**config.mk**
```make
export PLATFORM = sky130hd
export DESIGN_NAME = key_debounce_press_classifier_unit_flat
export DESIGN_NICKNAME = d
export VERILOG_FILES = /design/src/kdpc_pkg.sv /design/src/kdpc_if.sv /design/src/key_debounce_press_classifier_unit.sv /design/src/flat_wrapper.sv
export SDC_FILE = /design/constraint.sdc
export NUM_CORES = 1
export LEC_CHECK = 0
export ABC_CLOCK_PERIOD_IN_PS = 5300
export BUFFER_PORTS_ARGS = -buffer_cell sky130_fd_sc_hd__buf_4
export CAP_MARGIN = 40
export CORE_ASPECT_RATIO = 0.75
export CORE_MARGIN = 1
export CORE_UTILIZATION = 30
export DETAILED_ROUTE_END_ITERATION = 7
export GPL_TIMING_DRIVEN = 0
export HOLD_SLACK_MARGIN = 0.15
export PLACE_DENSITY_LB_ADDON = 0.1
export SYNTH_ARGS = -nofsm -noshare
export SYNTH_HDL_FRONTEND = slang
export SYNTH_SLANG_ARGS = --single-unit
```
**constraint.sdc**
```tcl
create_clock -name clk -period 5.3 [get_ports clk]
set_input_delay 0.265 -clock clk [delete_from_list [all_inputs] [get_ports clk]]
set_output_delay 0.265 -clock clk [all_outputs]
set_load 0.01 [all_outputs]
```
**src/kdpc_pkg.sv**
```systemverilog
package kdpc_pkg;

	localparam int TIME_BITS = 16;
	localparam int TICK_MS = 10;

	localparam int CFG_IDX_BITS = 3;
	localparam int CFG_DATA_BITS = 16;

	localparam int FIFO_DEPTH = 4;
	localparam int FIFO_PTR_BITS = $clog2(FIFO_DEPTH);
	localparam int FIFO_CNT_BITS = FIFO_PTR_BITS + 1;

	typedef logic [TIME_BITS-1:0] time_t;

	typedef enum logic [1:0] {
		PH_IDLE  = 2'd0,
		PH_SHORT = 2'd1,
		PH_LONG  = 2'd2,
		PH_ULTRA = 2'd3
	} phase_t;

	typedef enum logic [2:0] {
		EV_PRESS   = 3'd0,
		EV_SHORT   = 3'd1,
		EV_CLICK   = 3'd2,
		EV_LONG    = 3'd3,
		EV_ULTRA   = 3'd4,
		EV_RELEASE = 3'd5
	} ev_code_t;

	typedef enum logic [CFG_IDX_BITS-1:0] {
		CFG_DEBOUNCE_TICKS = 3'd0,
		CFG_SHORT_LIMIT    = 3'd1,
		CFG_LONG_LIMIT     = 3'd2,
		CFG_ULTRA_LIMIT    = 3'd3,
		CFG_ACTIVE_HIGH    = 3'd4,
		CFG_EVENT_ENABLE   = 3'd5
	} cfg_idx_t;

	typedef struct packed {
		ev_code_t code;
		logic     last;
	} evt_entry_t;

endpackage

```
**src/kdpc_if.sv**
```systemverilog
interface kdpc_key_if;
	logic valid;
	logic ready;
	logic raw_level;

	modport source (output valid, output raw_level, input ready);
	modport sink (input valid, input raw_level, output ready);
endinterface

interface kdpc_evt_if;
	logic       valid;
	logic       ready;
	logic [2:0] event_code;
	logic       last_event;

	modport source (output valid, output event_code, output last_event, input ready);
	modport sink (input valid, input event_code, input last_event, output ready);
endinterface

interface kdpc_cfg_if;
	logic        valid;
	logic        ready;
	logic [2:0]  index;
	logic [15:0] data;

	modport source (output valid, output index, output data, input ready);
	modport sink (input valid, input index, input data, output ready);
endinterface

```
**src/key_debounce_press_classifier_unit.sv**
```systemverilog
// Events of an accepted tick are written into the event queue and offered on evt from its head.
// Throughput: one tick per cycle while key.ready is high; the event queue drains one event
// per cycle while evt.ready is high, a tick with two events fills two entries, and key.ready
// drops when the four-entry queue cannot take two more events.
// Reset (arst_n low, asynchronous): all registers but the queue storage return to defaults, the
// key is taken as released, the press phase is idle and the event queue is empty.
module key_debounce_press_classifier_unit (
	input  logic       clk,
	input  logic       arst_n,
	kdpc_key_if.sink   key,
	kdpc_evt_if.source evt,
	kdpc_cfg_if.sink   cfg
);
	import kdpc_pkg::*;

	// Configuration registers.
	logic [7:0]  debounce_ticks_q;
	logic [15:0] short_limit_q;
	logic [15:0] long_limit_q;
	logic [15:0] ultra_limit_q;
	logic        active_high_q;
	logic [5:0]  event_enable_q;

	// Tick state.
	logic        stable_q;
	logic [7:0]  bounce_q;
	time_t       held_q;
	phase_t      phase_q;

	// Event queue.
	evt_entry_t                 fifo_q [FIFO_DEPTH];
	logic [FIFO_PTR_BITS-1:0]   head_q;
	logic [FIFO_PTR_BITS-1:0]   tail_q;
	logic [FIFO_CNT_BITS-1:0]   count_q;

	logic        accept;
	logic        pop;
	logic        cfg_wr;

	logic        stable_d;
	logic [7:0]  bounce_d;
	logic [7:0]  bounce_inc;
	logic        active;
	logic [TIME_BITS:0] held_sum;
	time_t       held_adv;
	time_t       held_d;
	phase_t      phase_d;

	ev_code_t    cand_a_code;
	logic        cand_a_on;
	logic        cand_b_on;
	evt_entry_t  ent0;
	evt_entry_t  ent1;
	logic [1:0]  push_n;

	assign accept = key.valid && key.ready;
	assign pop    = evt.valid && evt.ready;
	assign cfg_wr = cfg.valid && cfg.ready;

	assign key.ready = (count_q <= FIFO_CNT_BITS'(FIFO_DEPTH - 2));
	assign cfg.ready = 1'b1;

	assign evt.valid      = (count_q != '0);
	assign evt.event_code = fifo_q[head_q].code;
	assign evt.last_event = fifo_q[head_q].last;

	always_ff @(posedge clk or negedge arst_n) begin
		if (!arst_n) begin
			debounce_ticks_q <= 8'd2;
			short_limit_q    <= 16'd50;
			long_limit_q     <= 16'd1000;
			ultra_limit_q    <= 16'd3000;
			active_high_q    <= 1'b0;
			event_enable_q   <= 6'h3F;
		end else if (cfg_wr) begin
			case (cfg.index)
				CFG_DEBOUNCE_TICKS: debounce_ticks_q <= cfg.data[7:0];
				CFG_SHORT_LIMIT:    short_limit_q    <= cfg.data;
				CFG_LONG_LIMIT:     long_limit_q     <= cfg.data;
				CFG_ULTRA_LIMIT:    ultra_limit_q    <= cfg.data;
				CFG_ACTIVE_HIGH:    active_high_q    <= cfg.data[0];
				CFG_EVENT_ENABLE:   event_enable_q   <= cfg.data[5:0];
				default: ;
			endcase
		end
	end

	// Debounce: the new level is what the phase machine sees in the same tick.
	always_comb begin
		bounce_inc = (bounce_q == 8'hFF) ? bounce_q : bounce_q + 8'd1;
		stable_d   = stable_q;
		bounce_d   = 8'd0;
		if (key.raw_level != stable_q) begin
			if (bounce_inc >= debounce_ticks_q) begin
				stable_d = key.raw_level;
			end else begin
				bounce_d = bounce_inc;
			end
		end
		active = (stable_d == active_high_q);
	end

	always_comb begin
		held_sum = {1'b0, held_q} + (TIME_BITS + 1)'(TICK_MS);
		held_adv = held_sum[TIME_BITS] ? {TIME_BITS{1'b1}} : held_sum[TIME_BITS-1:0];
	end

	always_comb begin
		phase_d     = phase_q;
		held_d      = held_q;
		cand_a_code = EV_PRESS;
		cand_a_on   = 1'b0;
		cand_b_on   = 1'b0;
		case (phase_q)
			PH_IDLE: begin
				if (active) begin
					held_d    = '0;
					phase_d   = PH_SHORT;
					cand_a_on = 1'b1;
				end
			end
			PH_SHORT: begin
				held_d = held_adv;
				if (!active) begin
					phase_d     = PH_IDLE;
					cand_a_code = (32'(held_adv) < 32'(short_limit_q)) ? EV_SHORT : EV_CLICK;
					cand_a_on   = 1'b1;
					cand_b_on   = 1'b1;
				end else if (32'(held_adv) >= 32'(ultra_limit_q)) begin
					phase_d     = PH_ULTRA;
					cand_a_code = EV_ULTRA;
					cand_a_on   = 1'b1;
				end else if (32'(held_adv) >= 32'(long_limit_q)) begin
					phase_d     = PH_LONG;
					cand_a_code = EV_LONG;
					cand_a_on   = 1'b1;
				end
			end
			PH_LONG: begin
				held_d = held_adv;
				if (!active) begin
					phase_d     = PH_IDLE;
					cand_a_code = EV_RELEASE;
					cand_a_on   = 1'b1;
				end else if (32'(held_adv) >= 32'(ultra_limit_q)) begin
					phase_d     = PH_ULTRA;
					cand_a_code = EV_ULTRA;
					cand_a_on   = 1'b1;
				end
			end
			PH_ULTRA: begin
				if (!active) begin
					phase_d     = PH_IDLE;
					cand_a_code = EV_RELEASE;
					cand_a_on   = 1'b1;
				end
			end
			default: ;
		endcase
	end

	// Masking drops an event, and the last surviving one of the tick is flagged.
	always_comb begin
		logic a_en;
		logic b_en;
		a_en   = cand_a_on && event_enable_q[cand_a_code];
		b_en   = cand_b_on && event_enable_q[EV_RELEASE];
		ent0   = '{code: cand_a_code, last: 1'b1};
		ent1   = '{code: EV_RELEASE, last: 1'b1};
		push_n = 2'd0;
		if (a_en && b_en) begin
			ent0.last = 1'b0;
			push_n    = 2'd2;
		end else if (a_en) begin
			push_n = 2'd1;
		end else if (b_en) begin
			ent0   = '{code: EV_RELEASE, last: 1'b1};
			push_n = 2'd1;
		end
		if (!accept) begin
			push_n = 2'd0;
		end
	end

	always_ff @(posedge clk or negedge arst_n) begin
		if (!arst_n) begin
			stable_q <= 1'b1;
			bounce_q <= 8'd0;
			held_q   <= '0;
			phase_q  <= PH_IDLE;
		end else if (accept) begin
			stable_q <= stable_d;
			bounce_q <= bounce_d;
			held_q   <= held_d;
			phase_q  <= phase_d;
		end
	end

	always_ff @(posedge clk) begin
		if (push_n != 2'd0) begin
			fifo_q[tail_q] <= ent0;
		end
		if (push_n == 2'd2) begin
			fifo_q[tail_q + FIFO_PTR_BITS'(1)] <= ent1;
		end
	end

	always_ff @(posedge clk or negedge arst_n) begin
		if (!arst_n) begin
			head_q  <= '0;
			tail_q  <= '0;
			count_q <= '0;
		end else begin
			tail_q  <= tail_q + FIFO_PTR_BITS'(push_n);
			head_q  <= head_q + FIFO_PTR_BITS'(pop);
			count_q <= count_q + FIFO_CNT_BITS'(push_n) - FIFO_CNT_BITS'(pop);
		end
	end

`ifndef SYNTHESIS
	a_queue_bound: assert property (@(posedge clk) disable iff (!arst_n)
		count_q <= FIFO_CNT_BITS'(FIFO_DEPTH))
		else $error("event queue overflow");

	a_bounce_below_max: assert property (@(posedge clk) disable iff (!arst_n)
		bounce_q != 8'hFF)
		else $error("debounce counter held at saturation");

	a_ultra_frozen: assert property (@(posedge clk) disable iff (!arst_n)
		accept && phase_q == PH_ULTRA |=> held_q == $past(held_q))
		else $error("press timer moved in ultra-long phase");

	a_idle_no_timer: assert property (@(posedge clk) disable iff (!arst_n)
		accept && phase_q == PH_IDLE && phase_d == PH_SHORT |=> held_q == '0)
		else $error("press timer not cleared on press");
`endif

endmodule
```
**src/flat_wrapper.sv**
```systemverilog
// flat-port wrapper written by rule: the top's interface ports become plain ports
module key_debounce_press_classifier_unit_flat import kdpc_pkg::*;
  (clk, arst_n, key_valid, key_raw_level, key_ready, evt_valid, evt_event_code, evt_last_event, evt_ready, cfg_valid, cfg_index, cfg_data, cfg_ready);
  kdpc_key_if key_i ();
  kdpc_evt_if evt_i ();
  kdpc_cfg_if cfg_i ();
  input  logic clk;
  input  logic arst_n;
  input wire logic [$bits(key_i.valid)-1:0] key_valid;
  input wire logic [$bits(key_i.raw_level)-1:0] key_raw_level;
  output wire logic [$bits(key_i.ready)-1:0] key_ready;
  output wire logic [$bits(evt_i.valid)-1:0] evt_valid;
  output wire logic [$bits(evt_i.event_code)-1:0] evt_event_code;
  output wire logic [$bits(evt_i.last_event)-1:0] evt_last_event;
  input wire logic [$bits(evt_i.ready)-1:0] evt_ready;
  input wire logic [$bits(cfg_i.valid)-1:0] cfg_valid;
  input wire logic [$bits(cfg_i.index)-1:0] cfg_index;
  input wire logic [$bits(cfg_i.data)-1:0] cfg_data;
  output wire logic [$bits(cfg_i.ready)-1:0] cfg_ready;
  assign key_i.valid = key_valid;
  assign key_i.raw_level = key_raw_level;
  assign key_ready = key_i.ready;
  assign evt_valid = evt_i.valid;
  assign evt_event_code = evt_i.event_code;
  assign evt_last_event = evt_i.last_event;
  assign evt_i.ready = evt_ready;
  assign cfg_i.valid = cfg_valid;
  assign cfg_i.index = cfg_index;
  assign cfg_i.data = cfg_data;
  assign cfg_ready = cfg_i.ready;
  key_debounce_press_classifier_unit u_core (.clk(clk), .arst_n(arst_n), .key(key_i), .evt(evt_i), .cfg(cfg_i));
endmodule
```
==> impl_metrics.ini, run 1 <==
[hold_path]
hold_start = cfg_index[1]
hold_depth = 3
holdPathEnd = u_core.active_high_q
hp-class = in2reg

[critical_path]
rrSetupSlack_ns = 0.19
r2r-start = u_core.held_q[3]
ff2ff_path_depth = 23
path_cells = a21oi_4 -> nor3_4 -> and2_1 -> nor2b_2 -> a21oi_4 -> ha_1 -> nand4_1 -> nor2_2 -> a221o_1 -> a211oi_4 -> buf_12 -> nor4_4 -> a221o_1 -> o211a_1 -> or2_1 -> buf_6 -> a21oi_4 -> ha_4 -> nand2_4 -> ha_4 -> fa_1 -> xor2_1 -> xnor2_1
crit_fanout = 9
cpMostUsedCell = a21oi_4
crit_path_top_delay_cell = dfrtp_1
arrival_ns = 5.42
end_kind = flop
r2r_end = u_core.count_q[2]
max_stage_delay_ns = 0.46
critPathLaunchType = flop
critical_path_class = reg2reg
required_ns = 5.60

[floorplanning]
die_h_um = 133
fp.dieArea_um2 = 23600
core_um2 = 22300
start_util_pct = 30.9
die_w_um = 177
io-pin-count = 32
rows = 47

[yosys]
syn_nets = 810
synth_edf_count = 0
yosysSeqAreaShare_pct = 40.2
async_reset_ff_share_pct = 85.8
ys_types = 68
yosysWarnings = 0
avgSynthCellArea_um2 = 9.63
synth.ff_latch_count = 113
syn_area_um2 = 6910
synth_top_flop_cell = dfrtp_1
syn_inst = 717

[sta]
finClkSkew_ns = 0.0166
hold_viol = 0
worst_pin_slew_ns = 0.771
drv_slew = 0
relSlewSlack_pct = 48.2
period_minus_slack_ns = 5.11
timing.hold.ws_ns = 0.252
finalCritPeriodShare_pct = 96.5
grt_setup_unrepaired = yes
fmax_ghz = 0.196
setup_slack_ns = 0.185
finalSetupViolations = 0

[final_layout]
syn_to_final_growth_pct = 27.7
layoutNonFillerInstCount = 1111
layout.nets = 897
drive_gt1_share_pct = 27.4
diodes = 0

[clock_network]
cts.path.max_buffers = 2
clk_latency_ns = 0.43
cts_max_level = 4
root_buffer = clkbuf_16
cts_buffers = 17
cts_tree = done
numClockSinks = 113
clk_pin_slew_ns = 0.06

[placement]
gp_congestion = 0.805
dp_hpwl_mm = 13.7
dp.cells = 1043
numPortBuffers = 30
pre_cts_ws_ns = -1.18

[global_routing]
grt_max_degree = 63
track_usage_pct = 16.7
antenna_found_initial = 0
grt_pass1_wl_mm = 30.2
gr-total-overflow = 0
grt_pass1_vias = 5509

[power]
power.static_leakage_nw = 3.93
vdd.ir_drop.worst_mv = 0.213
total_power_mw = 3.93
power_per_cell_area_nw_per_um2 = 445

[route]
drt_iter0_markers = 241
vias_per_cell = 5.04
wl_per_cell_um = 16.9
vias = 5594
route.detailed.drc = 0
drtAntennaViolNets = 0
first_pass_iters = 5
wirelength_mm = 18.7

[status]
run_status = complete, no violations

[flow_run]
cap_violations = 0
worst max-delay path by stage:
stage | depth (start not counted) | end | startpoint
global placement | 23 | u_core.count_q[2] | u_core.held_q[1]
detailed placement | 23 | u_core.count_q[2] | u_core.held_q[1]
global route | 23 | u_core.count_q[2] | u_core.held_q[3]
floorplan | 23 | u_core.count_q[2] | u_core.held_q[4]
CTS | 24 | u_core.fifo_q[3][2] | u_core.held_q[2]
finish | 23 | u_core.count_q[2] | u_core.held_q[3]
synth_stat cells (all sizes together), types with 7 or more instances:
master	count	share of area [%]
o21ai	62	4.5
xor2	7	0.89
a22o	16	2.0
nand3	20	1.4
clkbuf	20	1.1
a21oi	34	2.5
nand4	10	1.1
nand2b	12	1.1
dfxtp	16	4.6
mux2	31	5.1
xnor2	9	1.1
dfstp	24	9.1
o21a	8	0.87
nor2b	7	0.63
nor2	45	2.4
nor3	14	1.0
nand2	70	3.8
inv	67	3.6
dfrtp	73	26
a21o	8	0.87
ha	67	12
metrics by stage:
step / TNS, ns / utilization [%] / instance area (um^2)
after floorplan: 0 / - / 6910
after global placement: -14.68 / 33.6 / 7500
after detailed placement: -15.79 / 33.7 / 7530
after CTS: -0.0795 / 38.2 / 8530
after global routing: -0.185 / 39.5 / 8820
final: 0 / 39.5 / 8820
sequential cells by signal, indices dropped and copies added (netlist names):
name / count
u_core.event_enable_q: 6
u_core.head_q: 2
u_core.ultra_limit_q: 16
u_core.bounce_q: 8
u_core.long_limit_q: 16
u_core.active_high_q: 1
u_core.short_limit_q: 16
u_core.phase_q: 2
u_core.stable_q: 1
u_core.fifo_q: 16
u_core.count_q: 3
u_core.held_q: 16
u_core.tail_q: 2
u_core.debounce_ticks_q: 8
repair_timing:
item,CTS,global route
buffers inserted,5,17
endpoints found under the setup margin,21,17
hold endpoints to repair,85,0
gates cloned,0,0
hold buffers,18,0
resized for setup,39,35
pin swaps,7,16
routing by layer:
layer	up-vias	track usage [%]	part of all wire [%]
li1	2748	-	-
met1	2741	25.2	53
met2	90	23.9	43
met3	15	2.60	2.6
met4	0	5.75	1.3
met5	-	0	0
report_power, final:
| group | switching [mW] | total, mW | internal [mW] |
|---|---|---|---|
| clock | 0.436 | 1.17 | 0.729 |
| sequential | 0.143 | 1.24 | 1.09 |
| combinational | 0.869 | 1.53 | 0.657 |
| total | 1.45 | 3.93 | 2.48 |
placed cells by master (no fill, tap or decap), types with 17 or more instances in the layout:
cell           instances
inv_1                 67
dfrtp_1               65
nand2_1               64
ha_1                  63
o21ai_0               58
buf_4                 52
nor2_1                37
mux2_2                31
a21oi_1               30
dfstp_2               24
nand3_1               18
dlygate4sd3_1         18
clkbuf_16             17
cell families after synthesis:
logic type / Yosys count / share of synthesized area, %
other: 1 / 0.0543
buffers and inverters: 89 / 5.00
flip-flops: 113 / 40.2
AND/OR/NAND/NOR: 207 / 14.7
XOR/XNOR: 16 / 2.03
adder cells (fa/ha/maj): 68 / 12.4
multiplexers: 36 / 6.50
AO/OA/AOI/OAI: 187 / 19.1
cell type report:
cell class / instances / area, um^2
fillers: 2274 / 13500
clock buffers: 20 / 467
inverters: 67 / 251
clock inverters: 12 / 131
repair buffers: 72 / 616
multi-input cells: 515 / 4120
flip-flops and latches: 113 / 2790
well taps: 294 / 368
plain buffers: 18 / 78.8
critical path: cells and delay by family (launching register included):
kind	cells	cell delay, ns
simple gates	8	1.02
compound gates	7	1.72
xor+xnor	2	0.31
flops	1	0.46
buf+inv	2	0.31
fa+ha+maj	4	1.15
Power figures use the tool's default switching activity.
==> inputs of run 2 (changes only) <==
==> constraint.sdc (replaced) <==
create_clock -name clk -period 5.3 [get_ports clk]
set_input_delay 1.06 -clock clk [delete_from_list [all_inputs] [get_ports clk]]
set_output_delay 1.06 -clock clk [all_outputs]
set_load 0.01 [all_outputs]
==> impl_metrics.ini, run 2 (synthesis gave the netlist of run 1 again) <==
[sta]
fmax_ghz = 0.196
finalCritPeriodShare_pct = 96.5
hold_viol = 0
timing.hold.ws_ns = 0.476
finClkSkew_ns = 0.0148
relSlewSlack_pct = 48.2
grt_setup_unrepaired = yes
tns_ns = 0
drv_slew = 0
period_minus_slack_ns = 5.11
worst_pin_slew_ns = 0.771
finalSetupViolations = 0
setup_slack_ns = 0.187

[floorplanning]
fp.dieArea_um2 = 23600
rows = 47
core_um2 = 22300
die_h_um = 133
die_w_um = 177
start_util_pct = 30.9
io-pin-count = 32

[clock_network]
numClockSinks = 113
cts.path.max_buffers = 2
clk_latency_ns = 0.42
clk_pin_slew_ns = 0.06
cts_hold_buf = 0
cts_tree = done
cts_max_level = 4
root_buffer = clkbuf_16
cts_buffers = 17

[power]
combPwrFrac_pct = 38.7
vdd.ir_drop.worst_mv = 0.212
netSwitchingFraction_pct = 36.9
switching_power_mw = 1.45
power_frac_seq_pct = 31.5
pwr-share-clk_pct = 29.8
power_per_cell_area_nw_per_um2 = 453
power.static_leakage_nw = 3.86
p_int_mw = 2.47

[global_routing]
track_usage_pct = 16.6
antenna_found_initial = 0
grt_pass1_vias = 5443
gr-total-overflow = 0
grt_max_degree = 63
grt_pass1_wl_mm = 30.0

[final_layout]
seq_area_um2 = 2790
diodes = 0
multi_input_area_um2 = 4120
final_cell_mix = inv_1, dfrtp_1, nand2_1
layout.nets = 879
drive_gt1_share_pct = 28.0
fillerInstances = 2281
final_common_cell = inv_1
postLayoutCellArea_um2 = 8640
syn_to_final_growth_pct = 25.1

[route]
route.detailed.drc = 0
wl_per_cell_um = 17.1
wirelength_mm = 18.7
drtAntennaViolNets = 0
vias_per_cell = 5.05
first_pass_iters = 5
vias = 5515
drt_iter0_markers = 259

[critical_path]
arrival_ns = 5.42
critPathLaunchType = flop
end_kind = flop
critical_path_class = reg2reg
required_ns = 5.60
crit_fanout = 9

[status]
run_status = complete, no violations

[placement]
placed_area_um2 = 7530
numPortBuffers = 30
pre_cts_ws_ns = -1.18
gp_congestion = 0.805
dp_hpwl_mm = 13.7

[flow_run]
cap_violations = 0

[hold_path]
hp-class = reg2reg
-- run 2: worst paths after layout --
path	start	endpoint	slack (ns)	cells after the start
worst max-delay path	u_core.held_q[3]	u_core.count_q[2]	0.19	23
worst min-delay path	u_core.fifo_q[3][0]	u_core.fifo_q[3][0]	0.48	1
worst max register to register	u_core.held_q[3]	u_core.count_q[2]	0.19	23
worst min register to register	u_core.fifo_q[3][0]	u_core.fifo_q[3][0]	0.48	1
max in group asynchronous	arst_n	u_core.stable_q	3.95	2
min in group asynchronous	arst_n	u_core.ultra_limit_q[12]	0.59	1
-- run 2: final cells by class --
cell class | instances | area share [%]
sequential | 113 | 32.3
tap | 294 | 4.26
clock inverter | 12 | 1.52
inverter | 67 | 2.91
multi-input combinational | 515 | 47.7
timing repair buffer | 54 | 5.04
clock buffer | 20 | 5.40
buffer | 18 | 0.912
-- run 2: routing by layer --
| layer | up-vias | track usage (%) | part of all wire, % |
|---|---|---|---|
| met2 | 77 | 23.6 | 42 |
| li1 | 2711 | - | - |
| met3 | 17 | 2.63 | 2.5 |
| met1 | 2710 | 25.2 | 54 |
| met4 | 0 | 5.75 | 1.2 |
| met5 | - | 0 | 0 |
-- run 2: power groups by stage --
stage | clock network [mW] | logic (mW) | registers, mW
finish | 1.17 | 1.51 | 1.24
global route | 1.23 | 1.69 | 1.26
CTS | 1.20 | 1.41 | 1.24
detailed placement | 0 | 1.34 | 1.24
global placement | 0 | 1.30 | 1.23
floorplan | 0 | 0.973 | 1.20
-- run 2: through the flow --
step                cells  util (%)  total power [mW]
CTS                  1077      37.4              3.84
global placement     1041      33.6              2.53
floorplan             717         -              2.17
detailed placement   1043      33.7              2.59
finish               1093      38.7              3.92
global route         1093      38.7              4.18
-- run 2: timing repair --
item | 4_1_cts | 5_1_grt
gates cloned | 0 | 0
setup endpoints to repair | 21 | 17
setup buffers | 5 | 17
pin swaps | 7 | 16
resized for setup | 39 | 35
-- run 2: critical path, stage by stage (launching register included) --
cell and delay [ns]:
dfrtp_1 0.46, a21oi_4 0.29, nor3_4 0.09, and2_1 0.18
nor2b_2 0.16, a21oi_4 0.23, ha_1 0.29, nand4_1 0.15
nor2_2 0.08, a221o_1 0.33, a211oi_4 0.25, buf_12 0.16
nor4_4 0.05, a221o_1 0.32, o211a_1 0.13, or2_1 0.24
buf_6 0.15, a21oi_4 0.17, ha_4 0.17, nand2_4 0.07
ha_4 0.27, fa_1 0.42, xor2_1 0.18, xnor2_1 0.13
